==> config.mk <==
export PLATFORM = sky130hd
export DESIGN_NAME = stereo_linear_resampler_top_flat
export DESIGN_NICKNAME = d
export VERILOG_FILES = /design/src/rtl/core/srs_pkg.sv /design/src/rtl/core/srs_in_if.sv /design/src/rtl/core/srs_out_if.sv /design/src/rtl/core/stereo_linear_resampler_top.sv /design/src/rtl/core/srs_lane.sv /design/src/rtl/core/srs_merge.sv /design/src/rtl/core/srs_ctrl.sv /design/src/flat_wrapper.sv
export SDC_FILE = /design/constraint.sdc
export NUM_CORES = 2
export LEC_CHECK = 0
export BUFFER_PORTS_ARGS = -buffer_cell sky130_fd_sc_hd__buf_4
export CAP_MARGIN = 0
export CORE_AREA = 4 4 299 301
export CTS_CLUSTER_SIZE = 24
export DETAILED_ROUTE_END_ITERATION = 12
export DIE_AREA = 0 0 303 305
export MAX_ROUTING_LAYER = met4
export PLACE_DENSITY_LB_ADDON = 0.05
export SLEW_MARGIN = 20
export SYNTH_ARGS = -nofsm -noshare
export SYNTH_HDL_FRONTEND = slang
export SYNTH_SLANG_ARGS = --single-unit
==> constraint.sdc <==
create_clock -name clk_i -period 10.1 [get_ports clk_i]
set_clock_uncertainty 0.15 [all_clocks]
set_input_delay 1.515 -clock clk_i [delete_from_list [all_inputs] [get_ports clk_i]]
set_output_delay 1.515 -clock clk_i [all_outputs]
set_load 0.02 [all_outputs]
==> src/rtl/core/srs_pkg.sv <==
// ----------------------------------------------------------------------------
// srs_pkg
// Shared constants, types and control codes of the stereo linear resampler.
// ----------------------------------------------------------------------------
package srs_pkg;

  localparam int FRAC_BITS    = 16;
  localparam int SAMPLE_WIDTH = 16;
  localparam int MAX_RESULTS  = 64;
  localparam int CNT_W        = $clog2(MAX_RESULTS);

  typedef enum logic [1:0] {
    S_IDLE,
    S_CHECK,
    S_MUL,
    S_OUT
  } srs_state_e;

  typedef struct packed {
    logic shift;
    logic mul;
    logic load;
    logic last;
  } srs_ctl_t;

endpackage

==> src/rtl/core/srs_in_if.sv <==
// ----------------------------------------------------------------------------
// srs_in_if
// Input channel: one stereo sample pair per item.
// ----------------------------------------------------------------------------
interface srs_in_if #(
  parameter int SAMPLE_WIDTH = 16
);
  logic                           valid;
  logic                           ready;
  logic signed [SAMPLE_WIDTH-1:0] in_left;
  logic signed [SAMPLE_WIDTH-1:0] in_right;

  modport source (output valid, output in_left, output in_right, input ready);
  modport sink   (input valid, input in_left, input in_right, output ready);
endinterface

==> src/rtl/core/srs_out_if.sv <==
// ----------------------------------------------------------------------------
// srs_out_if
// Output channel: one interpolated stereo pair per item, with end-of-run flag.
// ----------------------------------------------------------------------------
interface srs_out_if #(
  parameter int SAMPLE_WIDTH = 16
);
  logic                           valid;
  logic                           ready;
  logic signed [SAMPLE_WIDTH-1:0] out_left;
  logic signed [SAMPLE_WIDTH-1:0] out_right;
  logic                           last_of_run;

  modport source (output valid, output out_left, output out_right, output last_of_run,
                  input ready);
  modport sink   (input valid, input out_left, input out_right, input last_of_run,
                  output ready);
endinterface

==> src/rtl/core/stereo_linear_resampler_top.sv <==
// ----------------------------------------------------------------------------
// stereo_linear_resampler_top
// Linear-interpolation sample rate converter for one stereo stream.
//
// in_i takes one stereo sample pair per item; out_o gives the interpolated
// pairs it produces, last_of_run marking the final one for that input item.
// cfg_we_i/cfg_data_i write the rate ratio (input over output rate, unsigned
// with FRAC_BITS fraction bits); write it only while the block is idle.
// An input item is taken in S_IDLE. Each output then passes through the
// per-output sequence: phase test in S_CHECK, one registered multiply per
// lane, then the rounding add into the output register in S_MUL; out_o.valid
// rises with that load and stays high in S_OUT until the item is taken, and
// the next output of the same run starts again at S_CHECK. An input item
// that causes no output raises in_i.ready again when S_CHECK returns to
// S_IDLE.
// One input item is in flight at a time; in_i.ready stays low until its run
// is fully delivered. A stalled receiver holds the output register and the
// whole run. Reset clears the samples to zero, sets the phase to 2.0 and the
// ratio to 1.0.
// ----------------------------------------------------------------------------
module stereo_linear_resampler_top
  import srs_pkg::*;
#(
  parameter int FRAC_BITS    = srs_pkg::FRAC_BITS,
  parameter int SAMPLE_WIDTH = srs_pkg::SAMPLE_WIDTH
) (
  input  logic                   clk_i,
  input  logic                   rst_ni,
  input  logic                   cfg_we_i,
  input  logic [FRAC_BITS+2:0]   cfg_data_i,
  srs_in_if.sink                 in_i,
  srs_out_if.source              out_o
);

  srs_ctl_t                       ctl;
  logic        [FRAC_BITS-1:0]    frac;
  logic                           done;
  logic signed [SAMPLE_WIDTH-1:0] left_res, right_res;

  srs_ctrl #(
    .FRAC_BITS (FRAC_BITS)
  ) u_ctrl (
    .clk_i      (clk_i),
    .rst_ni     (rst_ni),
    .cfg_we_i   (cfg_we_i),
    .cfg_data_i (cfg_data_i),
    .in_valid_i (in_i.valid),
    .in_ready_o (in_i.ready),
    .out_done_i (done),
    .ctl_o      (ctl),
    .frac_o     (frac)
  );

  srs_lane #(
    .FRAC_BITS    (FRAC_BITS),
    .SAMPLE_WIDTH (SAMPLE_WIDTH)
  ) u_lane_left (
    .clk_i    (clk_i),
    .rst_ni   (rst_ni),
    .ctl_i    (ctl),
    .frac_i   (frac),
    .sample_i (in_i.in_left),
    .result_o (left_res)
  );

  srs_lane #(
    .FRAC_BITS    (FRAC_BITS),
    .SAMPLE_WIDTH (SAMPLE_WIDTH)
  ) u_lane_right (
    .clk_i    (clk_i),
    .rst_ni   (rst_ni),
    .ctl_i    (ctl),
    .frac_i   (frac),
    .sample_i (in_i.in_right),
    .result_o (right_res)
  );

  srs_merge #(
    .SAMPLE_WIDTH (SAMPLE_WIDTH)
  ) u_merge (
    .clk_i   (clk_i),
    .rst_ni  (rst_ni),
    .ctl_i   (ctl),
    .left_i  (left_res),
    .right_i (right_res),
    .done_o  (done),
    .out_o   (out_o)
  );

endmodule

==> src/rtl/core/srs_lane.sv <==
// ----------------------------------------------------------------------------
// srs_lane
// One channel: sample history, registered product and rounded interpolation.
// ----------------------------------------------------------------------------
module srs_lane
  import srs_pkg::*;
#(
  parameter int FRAC_BITS    = srs_pkg::FRAC_BITS,
  parameter int SAMPLE_WIDTH = srs_pkg::SAMPLE_WIDTH
) (
  input  logic                           clk_i,
  input  logic                           rst_ni,
  input  srs_ctl_t                       ctl_i,
  input  logic        [FRAC_BITS-1:0]    frac_i,
  input  logic signed [SAMPLE_WIDTH-1:0] sample_i,
  output logic signed [SAMPLE_WIDTH-1:0] result_o
);

  localparam int VW = SAMPLE_WIDTH + FRAC_BITS + 2;
  localparam logic signed [VW-1:0] Half = VW'(1) <<< (FRAC_BITS - 1);

  logic signed [SAMPLE_WIDTH-1:0] prev_q, cur_q;
  logic signed [VW-1:0]           prod_q, prod_d;
  logic signed [SAMPLE_WIDTH:0]   diff;
  logic signed [VW-1:0]           base, v, rnd;

  assign diff   = {cur_q[SAMPLE_WIDTH-1], cur_q} - {prev_q[SAMPLE_WIDTH-1], prev_q};
  assign prod_d = VW'(diff * $signed({1'b0, frac_i}));

  always_ff @(posedge clk_i or negedge rst_ni) begin
    if (!rst_ni) begin
      prev_q <= '0;
      cur_q  <= '0;
    end else if (ctl_i.shift) begin
      prev_q <= cur_q;
      cur_q  <= sample_i;
    end
  end

  always_ff @(posedge clk_i) begin
    if (ctl_i.mul) begin
      prod_q <= prod_d;
    end
  end

  // round half away from zero: bias by half, one less for negative values
  assign base     = {{2{prev_q[SAMPLE_WIDTH-1]}}, prev_q, {FRAC_BITS{1'b0}}};
  assign v        = base + prod_q;
  assign rnd      = (v + Half - VW'(v[VW-1])) >>> FRAC_BITS;
  assign result_o = rnd[SAMPLE_WIDTH-1:0];

endmodule

==> src/rtl/core/srs_merge.sv <==
// ----------------------------------------------------------------------------
// srs_merge
// Output register joining both lanes and the end-of-run flag into one item.
// ----------------------------------------------------------------------------
module srs_merge
  import srs_pkg::*;
#(
  parameter int SAMPLE_WIDTH = srs_pkg::SAMPLE_WIDTH
) (
  input  logic                           clk_i,
  input  logic                           rst_ni,
  input  srs_ctl_t                       ctl_i,
  input  logic signed [SAMPLE_WIDTH-1:0] left_i,
  input  logic signed [SAMPLE_WIDTH-1:0] right_i,
  output logic                           done_o,
  srs_out_if.source                      out_o
);

  logic                           valid_q;
  logic                           last_q;
  logic signed [SAMPLE_WIDTH-1:0] left_q, right_q;

  assign done_o = valid_q & out_o.ready;

  always_ff @(posedge clk_i or negedge rst_ni) begin
    if (!rst_ni) begin
      valid_q <= 1'b0;
    end else if (ctl_i.load) begin
      valid_q <= 1'b1;
    end else if (done_o) begin
      valid_q <= 1'b0;
    end
  end

  always_ff @(posedge clk_i) begin
    if (ctl_i.load) begin
      left_q  <= left_i;
      right_q <= right_i;
      last_q  <= ctl_i.last;
    end
  end

  assign out_o.valid       = valid_q;
  assign out_o.out_left    = left_q;
  assign out_o.out_right   = right_q;
  assign out_o.last_of_run = last_q;

endmodule

==> src/rtl/core/srs_ctrl.sv <==
// ----------------------------------------------------------------------------
// srs_ctrl
// Phase accumulator, ratio register, run counter and sequencing of the lanes.
// ----------------------------------------------------------------------------
module srs_ctrl
  import srs_pkg::*;
#(
  parameter int FRAC_BITS = srs_pkg::FRAC_BITS,
  localparam int PW       = FRAC_BITS + 3
) (
  input  logic                 clk_i,
  input  logic                 rst_ni,
  input  logic                 cfg_we_i,
  input  logic [PW-1:0]        cfg_data_i,
  input  logic                 in_valid_i,
  output logic                 in_ready_o,
  input  logic                 out_done_i,
  output srs_ctl_t             ctl_o,
  output logic [FRAC_BITS-1:0] frac_o
);

  localparam logic [PW-1:0] PhaseOne = {3'b001, {FRAC_BITS{1'b0}}};
  localparam logic [PW-1:0] PhaseTwo = {3'b010, {FRAC_BITS{1'b0}}};

  srs_state_e       state_q, state_d;
  logic [PW-1:0]    phase_q, phase_d, ratio_q, adv;
  logic [PW:0]      sum;
  logic [CNT_W-1:0] cnt_q, cnt_d;
  logic             last_q, last_d;
  logic             below_one;

  assign below_one = (phase_q[PW-1:FRAC_BITS] == 3'b000);
  assign sum       = {1'b0, phase_q} + {1'b0, ratio_q};
  assign adv       = sum[PW] ? {PW{1'b1}} : sum[PW-1:0];
  assign frac_o    = phase_q[FRAC_BITS-1:0];

  always_ff @(posedge clk_i or negedge rst_ni) begin
    if (!rst_ni) begin
      state_q <= S_IDLE;
      phase_q <= PhaseTwo;
      ratio_q <= PhaseOne;
      cnt_q   <= '0;
      last_q  <= 1'b0;
    end else begin
      state_q <= state_d;
      phase_q <= phase_d;
      cnt_q   <= cnt_d;
      last_q  <= last_d;
      if (cfg_we_i) begin
        ratio_q <= cfg_data_i;
      end
    end
  end

  always_comb begin
    state_d    = state_q;
    phase_d    = phase_q;
    cnt_d      = cnt_q;
    last_d     = last_q;
    in_ready_o = 1'b0;
    ctl_o      = '0;
    unique case (state_q)
      S_IDLE: begin
        in_ready_o = 1'b1;
        if (in_valid_i) begin
          ctl_o.shift = 1'b1;
          phase_d     = below_one ? '0 : phase_q - PhaseOne;
          cnt_d       = '0;
          state_d     = S_CHECK;
        end
      end
      S_CHECK: begin
        if (below_one) begin
          ctl_o.mul = 1'b1;
          last_d    = (adv[PW-1:FRAC_BITS] != 3'b000) ||
                      (cnt_q == CNT_W'(MAX_RESULTS - 1));
          phase_d   = adv;
          cnt_d     = cnt_q + 1'b1;
          state_d   = S_MUL;
        end else begin
          state_d = S_IDLE;
        end
      end
      S_MUL: begin
        ctl_o.load = 1'b1;
        ctl_o.last = last_q;
        state_d    = S_OUT;
      end
      S_OUT: begin
        if (out_done_i) begin
          state_d = last_q ? S_IDLE : S_CHECK;
        end
      end
      default: state_d = S_IDLE;
    endcase
  end

endmodule

==> src/flat_wrapper.sv <==
// flat-port wrapper written by rule: the top's interface ports become plain ports
module stereo_linear_resampler_top_flat import srs_pkg::*;
#(
  parameter int FRAC_BITS    = srs_pkg::FRAC_BITS,
  parameter int SAMPLE_WIDTH = srs_pkg::SAMPLE_WIDTH
)
  (clk_i, rst_ni, cfg_we_i, cfg_data_i, in_i_valid, in_i_in_left, in_i_in_right, in_i_ready, out_o_valid, out_o_out_left, out_o_out_right, out_o_last_of_run, out_o_ready);
  srs_in_if #(.SAMPLE_WIDTH(SAMPLE_WIDTH)) in_i_i ();
  srs_out_if #(.SAMPLE_WIDTH(SAMPLE_WIDTH)) out_o_i ();
  input  logic clk_i;
  input  logic rst_ni;
  input  logic cfg_we_i;
  input  logic [FRAC_BITS+2:0] cfg_data_i;
  input wire logic [$bits(in_i_i.valid)-1:0] in_i_valid;
  input wire logic [$bits(in_i_i.in_left)-1:0] in_i_in_left;
  input wire logic [$bits(in_i_i.in_right)-1:0] in_i_in_right;
  output wire logic [$bits(in_i_i.ready)-1:0] in_i_ready;
  output wire logic [$bits(out_o_i.valid)-1:0] out_o_valid;
  output wire logic [$bits(out_o_i.out_left)-1:0] out_o_out_left;
  output wire logic [$bits(out_o_i.out_right)-1:0] out_o_out_right;
  output wire logic [$bits(out_o_i.last_of_run)-1:0] out_o_last_of_run;
  input wire logic [$bits(out_o_i.ready)-1:0] out_o_ready;
  assign in_i_i.valid = in_i_valid;
  assign in_i_i.in_left = in_i_in_left;
  assign in_i_i.in_right = in_i_in_right;
  assign in_i_ready = in_i_i.ready;
  assign out_o_valid = out_o_i.valid;
  assign out_o_out_left = out_o_i.out_left;
  assign out_o_out_right = out_o_i.out_right;
  assign out_o_last_of_run = out_o_i.last_of_run;
  assign out_o_i.ready = out_o_ready;
  stereo_linear_resampler_top #(.FRAC_BITS(FRAC_BITS), .SAMPLE_WIDTH(SAMPLE_WIDTH)) u_core (.clk_i(clk_i), .rst_ni(rst_ni), .cfg_we_i(cfg_we_i), .cfg_data_i(cfg_data_i), .in_i(in_i_i), .out_o(out_o_i));
endmodule
## Word-level counts from Yosys, hierarchy flattened

Cells that the tools add are included.
Widths: inputs -> output; s select.

- Bitwise gates (word level): 1
- Reductions and logical operators: 9
- $add $sub $neg: 11
- $mul: 2
- Mux-type cells: 21
- Equality and inequality tests: 7

Operators with widths:

| cell | count |
|---|---|
| $mux 19 | 4 |
| $add 32x34->34 | 2 |
| $mul 17x17->34 | 2 |
| $add 32x16->32 const B | 2 |
| $sub 32x1->32 | 2 |
| $pmux 19 s2 | 1 |
| $sub 16x16->17 | 2 |
| $add 19x19->20 | 1 |
| $sub 19x17->19 const B | 1 |
| $mux 6 | 2 |
| $pmux 6 s2 | 1 |
| $mux 1 | 8 |
| $mux 2 | 4 |
| $pmux 2 s4 | 1 |
| $add 6x1->6 const B | 1 |
| $eq 6x6->1 const B | 1 |
| $eq 2x2->1 const B | 2 |
| $ne 2x2->1 const B | 2 |
| $reduce_and 2->1 | 2 |
| $reduce_bool 2->1 | 2 |
| $logic_not 3->1 | 1 |
| $reduce_and 3->1 | 1 |
| $reduce_bool 3->1 | 1 |
| $eq 2x1->1 const B | 1 |
| 4 further kinds | 4 |

- Register bits: 213
- Bits of input ports: 56

## Logic depth before layout (Yosys ltp)

- Word-level depth: 4
- Gate-level depth with buffers: 38

## Cells and area by module

A second synthesis with hierarchy kept.

- Cell total of the unflattened synthesis: 3958
- Area total of the unflattened synthesis: 36243.5 um^2

By module, submodules not included:

| module | area each (um^2) | instances | cells each | sequential area each (um^2) |
|---|---|---|---|---|
| srs_lane at u_core.u_lane_left | 16320.7 | 1 | 1846 | 1821.7 |
| srs_lane at u_core.u_lane_right | 15686.3 | 1 | 1740 | 1821.7 |
| srs_ctrl | 3201.8 | 1 | 335 | 1178.6 |
| srs_merge | 1034.7 | 1 | 37 | 1016.0 |

## Least setup slack after synthesis

No wires, ideal clock.

- Path type: reg2reg
- From: reg u_core.u_lane_left.prev_q[0]
- To: reg u_core.u_lane_left.prod_q[32] (data pin)
- Cell stages (with the launch flop): 35
- Setup time: 258 ps
- Data arrival time: 8309 ps
- Path buffers: 1
- Slack: 1383 ps
- Period minus slack after synthesis: 8717 ps
- Path through: dfrtp_1 -> ha_1 -> fa_1 -> nor2b_1 -> o21ai_1 -> a21boi_2 -> o21ai_1 -> a21boi_1 -> o21ai_1 -> a21oi_2 -> nor3_1 -> o41a_1 -> a211o_1 -> buf_2 -> and2_1 -> fa_1 -> fa_1 -> fa_1 -> fa_1 -> fa_1 -> inv_1 -> fa_1 -> inv_1 -> ha_1 -> a21o_1 -> a21o_1 -> a21o_1 -> a21o_1 -> a211oi_1 -> o21bai_1 -> or3_1 -> a31oi_1 -> o41ai_1 -> a21oi_1 -> xnor2_1

- Longest elaborated chain between the ends: 2

RTL lines:

| item | line | text |
|---|---|---|
| from (decl) | srs_lane.sv:22 | `logic signed [SAMPLE_WIDTH-1:0] prev_q, cur_q;` |
| from (signal assigned) | srs_lane.sv:35 | `prev_q <= cur_q;` |
| $sub 16x16->17 | srs_lane.sv:27 | `assign diff = {cur_q[SAMPLE_WIDTH-1], cur_q} - {prev_q[SAMPLE_WIDTH-1], prev_q};` |
| $mul 17x17->34 | srs_lane.sv:28 | `assign prod_d = VW'(diff * $signed({1'b0, frac_i}));` |
| named net u_core.u_lane_left.prod_d[32] | srs_lane.sv:23 | `logic signed [VW-1:0] prod_q, prod_d;` |
| to (signal assigned) | srs_lane.sv:42 | `prod_q <= prod_d;` |
| to (decl) | srs_lane.sv:23 |  |

The timed path passes the listed nets, and every way through them passes these cells.
A chain may end at the register's enable or synchronous reset.

## Worst setup path after layout

Same ends and word-level chain as after synthesis.

==> summary.md <==
| Metric | Value |
|---|---|
| Longest Clk Path Bufs | 3 |
| Cells after Synth | 3891 |
| Nets | 4871 |
| Fill cell count | 8641 |
| Total negative slack | 0 ps |
| Cts bufs inserted | 27 |
| Synth-to-layout area growth | 8.48% |
| Worst min-delay path category | reg -> reg |
| Drt pass-1 iters | 5 |
| CP max FO | 20 |
| Max-cap violations | 0 |
| Largest family of logic cells by synthesized area | adder cells |
| Design area | 38300 um2 |
| RSZ-0062 raised after global routing | no |
| Largest net degree at the start of global routing | 59 |
| Normalized max-slew margin | 27.2% |
| Worst-Skew Late Latency | 550 ps |
| WS Path Type | reg -> reg |
| IO Count | 91 |
| Placed Area | 37400 um2 |
| Post-synthesis sequential area ratio | 16.6% |
| Via/cell ratio | 4.96 |
| Wire per inst | 17.8 um |
| Root buf cell | clkbuf_16 |
| Highest clock rate | 107 MHz |
| CORE AREA | 86600 um2 |
| Htree depth | 1 |
| CTS tree | done |
| Crit-path leading delay family | adder cells |
| Vias in the first global route | 26600 |
| Worst-margin pin slew | 1090 ps |
| CP Launch Type | flip-flop |
| Main flop type after synthesis | dfrtp_1 |
| Simple-gate share of the synthesized area | 15.3% |
| Post-synthesis mux area share | 0.632% |
| Layout cells sized above 1 | 6.79% |
| Minimum clock period | 9370 ps |
| Row count | 108 |
| Mean Syn Cell Area | 9.06 um2 |
| Data required, critical path | 10250 ps |
| Max incr delay on CP | 700 ps |
| Slowest stage cell, crit path | fa_2 |
| Gr usage total | 20.8% |
| Clock Pin Slew Worst Setup and Hold Paths | 60 ps |
| Status | completed |
| Fin crit share | 92.8% |
| Die Ht | 305 um |
| First DRT Iteration DRCs | 1282 |
| Crit end category | flip-flop |
| Drt drc | 0 |
| CTS sink count | 213 |
| Synthesized area | 35300 um2 |
| Die W | 303 um |
| Number of synthesized flops with an enable pin | 101 |
| Yosys cell types | 91 |
| Inserted Diodes | 0 |
| Gpl congestion | 0.846 |
| Global-route wire length before repair | 148000 um |
| Post-DP HPWL | 72900 um |
| WL final | 91100 um |
| Area fraction in compound gates after synthesis | 10.1% |
| Final hold viol count | 0 |
| Synth Area in Adders | 42.9% |
| Slew Viols, Final | 0 |
| Worst path bufs/invs | 2 |
| Global route overflow | 0 |
| Post-Synth XOR/XNOR Area | 4.28% |
| Initial antenna violation count | 1 |
| Starting Density | 40.7% |
| # setup viols final | 0 |
| Die Area | 92400 um2 |
| Syn_nets | 4821 |
| Synthesis Warnings | 0 |
| #FFs+latches synth | 213 |
| Port Buf Inserts | 90 |
| Via count | 25400 |
| Post-synth ARST share | 52.6% |
| Critical path arrival | 9520 ps |
| CP most frequent cell | fa_1 |
| DRT antenna net count | 0 |
-- layout make-up --
| type | count | area, um2 | share of cell area (%) |
|---|---|---|---|
| flip-flops and latches | 213 | 5840 | 15.3 |
| clock buffers | 38 | 758 | 1.98 |
| repair buffers | 149 | 1120 | 2.92 |
| inverters | 828 | 3110 | 8.13 |
| well taps | 1155 | 1450 | 3.78 |
| multi-input cells | 2722 | 25900 | 67.7 |
| clock inverters | 12 | 93.8 | 0.245 |
-- metal layers --
layer | track usage (%) | up-vias | share of wire, %
met2 | 32.4 | 350 | 45
met1 | 30.1 | 12700 | 49
li1 | - | 12200 | -
met4 | 3.68 | 0 | 1.8
met3 | 1.65 | 92 | 3.3
met5 | - | - | 0
-- worst paths after layout --
| check | startpoint | endpoint | slack, ps | cells after the start |
|---|---|---|---|---|
| max | u_core.u_lane_left.prev_q[0] | u_core.u_lane_left.prod_q[32] | 730 | 33 |
| min | u_core.u_lane_left.cur_q[4] | u_core.u_lane_left.cur_q[4] | 360 | 2 |
| max reg2reg | u_core.u_lane_left.prev_q[0] | u_core.u_lane_left.prod_q[32] | 730 | 33 |
| min reg2reg | u_core.u_lane_left.cur_q[4] | u_core.u_lane_left.cur_q[4] | 360 | 2 |
| max in group asynchronous | rst_ni | u_core.u_lane_right.prev_q[4] | 7600 | 2 |
| min in group asynchronous | rst_ni | u_core.u_lane_left.cur_q[1] | 930 | 1 |
-- synthesized netlist by cell type (all sizes together), types with 3 or more instances --
library cell / n / area (um2)
a221oi: 8 / 119
mux2: 18 / 203
o2111ai: 4 / 35.0
or2: 5 / 31.3
nand4b: 3 / 26.3
dfrtp: 110 / 2750
inv: 828 / 3110
nor2: 133 / 499
o211ai: 7 / 52.6
nor2b: 80 / 500
ha: 322 / 4030
and2: 217 / 1360
nand2b: 39 / 244
o21ai: 148 / 744
o21a: 25 / 195
a21o: 91 / 684
a31o: 3 / 26.3
o21bai: 24 / 180
clkbuf: 114 / 428
or3: 8 / 50.1
a211o: 3 / 26.3
nand3: 55 / 275
nor3b: 4 / 35.0
o211a: 5 / 50.1
maj3: 6 / 60.1
o31a: 5 / 53.8
nand4: 18 / 113
edfxtp: 101 / 3030
buf: 14 / 63.8
xnor2: 131 / 1150
a21boi: 15 / 116
o31ai: 8 / 97.6
a211oi: 12 / 95.1
nor3: 34 / 170
a21oi: 130 / 684
and3: 30 / 188
fa: 552 / 11100
nand2: 481 / 1810
xor2: 38 / 333
o22ai: 4 / 25.0
a31oi: 18 / 125
-- repair_timing --
| item | 4_1_cts | 5_1_grt |
|---|---|---|
| hold buffers | 0 | 0 |
| resized for setup | 0 | 3 |
| setup buffers | 0 | 0 |
| setup endpoints to repair | 0 | 4 |
-- stage by stage --
step | std cells | utilization (%) | setup slack, ps | hold WS (ps)
after global placement | 5067 | 43.2 | 585 | 346
final | 5117 | 44.2 | 727 | 359
after floorplan | 3891 | - | 1380 | 322
after CTS | 5117 | 44.1 | 432 | 361
after global routing | 5117 | 44.2 | 28.0 | 382
after detailed placement | 5067 | 43.2 | 459 | 345
-- placed cells by master, fill, tap and decap left out, drive strengths merged, types with 18 or more instances in the layout --
cell,instances
mux2,18
and2,217
a31oi,18
nor2,133
xnor2,131
nand4,18
nor3,34
nand3,55
xor2,38
clkbuf,38
o21bai,24
nor2b,80
o21a,25
nand2,481
nand2b,39
a21o,91
o21ai,148
fa,552
and3,30
inv,828
a21oi,130
dfrtp,110
ha,322
edfxtp,101
buf,149
-- worst register-to-register path: cells and delay by family, from the launching register on --
family / cells / cell delay (ps)
adder cells (fa/ha/maj): 9 / 4090
AO/OA/AOI/OAI: 17 / 3440
AND/OR/NAND/NOR: 4 / 820
flip-flops: 1 / 410
buffers and inverters: 2 / 90
XOR/XNOR: 1 / 90
-- flip-flops by register name, summed over array words and instances (netlist names), 6 cells and up, named ones only --
register,flops
u_core.u_ctrl.phase_q,19
u_core.u_lane_right.cur_q,16
u_core.u_ctrl.cnt_q,6
u_core.u_merge.out_o.out_left,16
u_core.u_lane_left.prod_q,34
u_core.u_lane_right.prev_q,16
u_core.u_lane_left.prev_q,16
u_core.u_merge.out_o.out_right,16
u_core.u_ctrl.ratio_q,19
u_core.u_lane_left.cur_q,16
u_core.u_lane_right.prod_q,34
-- cells by family (layout without fill, tap and decap cells) --
kind of cell,count (synthesis),after routing
compound gates,535,535
simple gates,1117,1117
flops,213,213
mux,20,20
xor+xnor,170,170
buf+inv,956,1027
fa+ha+maj,880,880
Power is left out: the tool's default activity adds up to more than one toggle a clock period on the data nets, which glitch-free logic cannot reach.
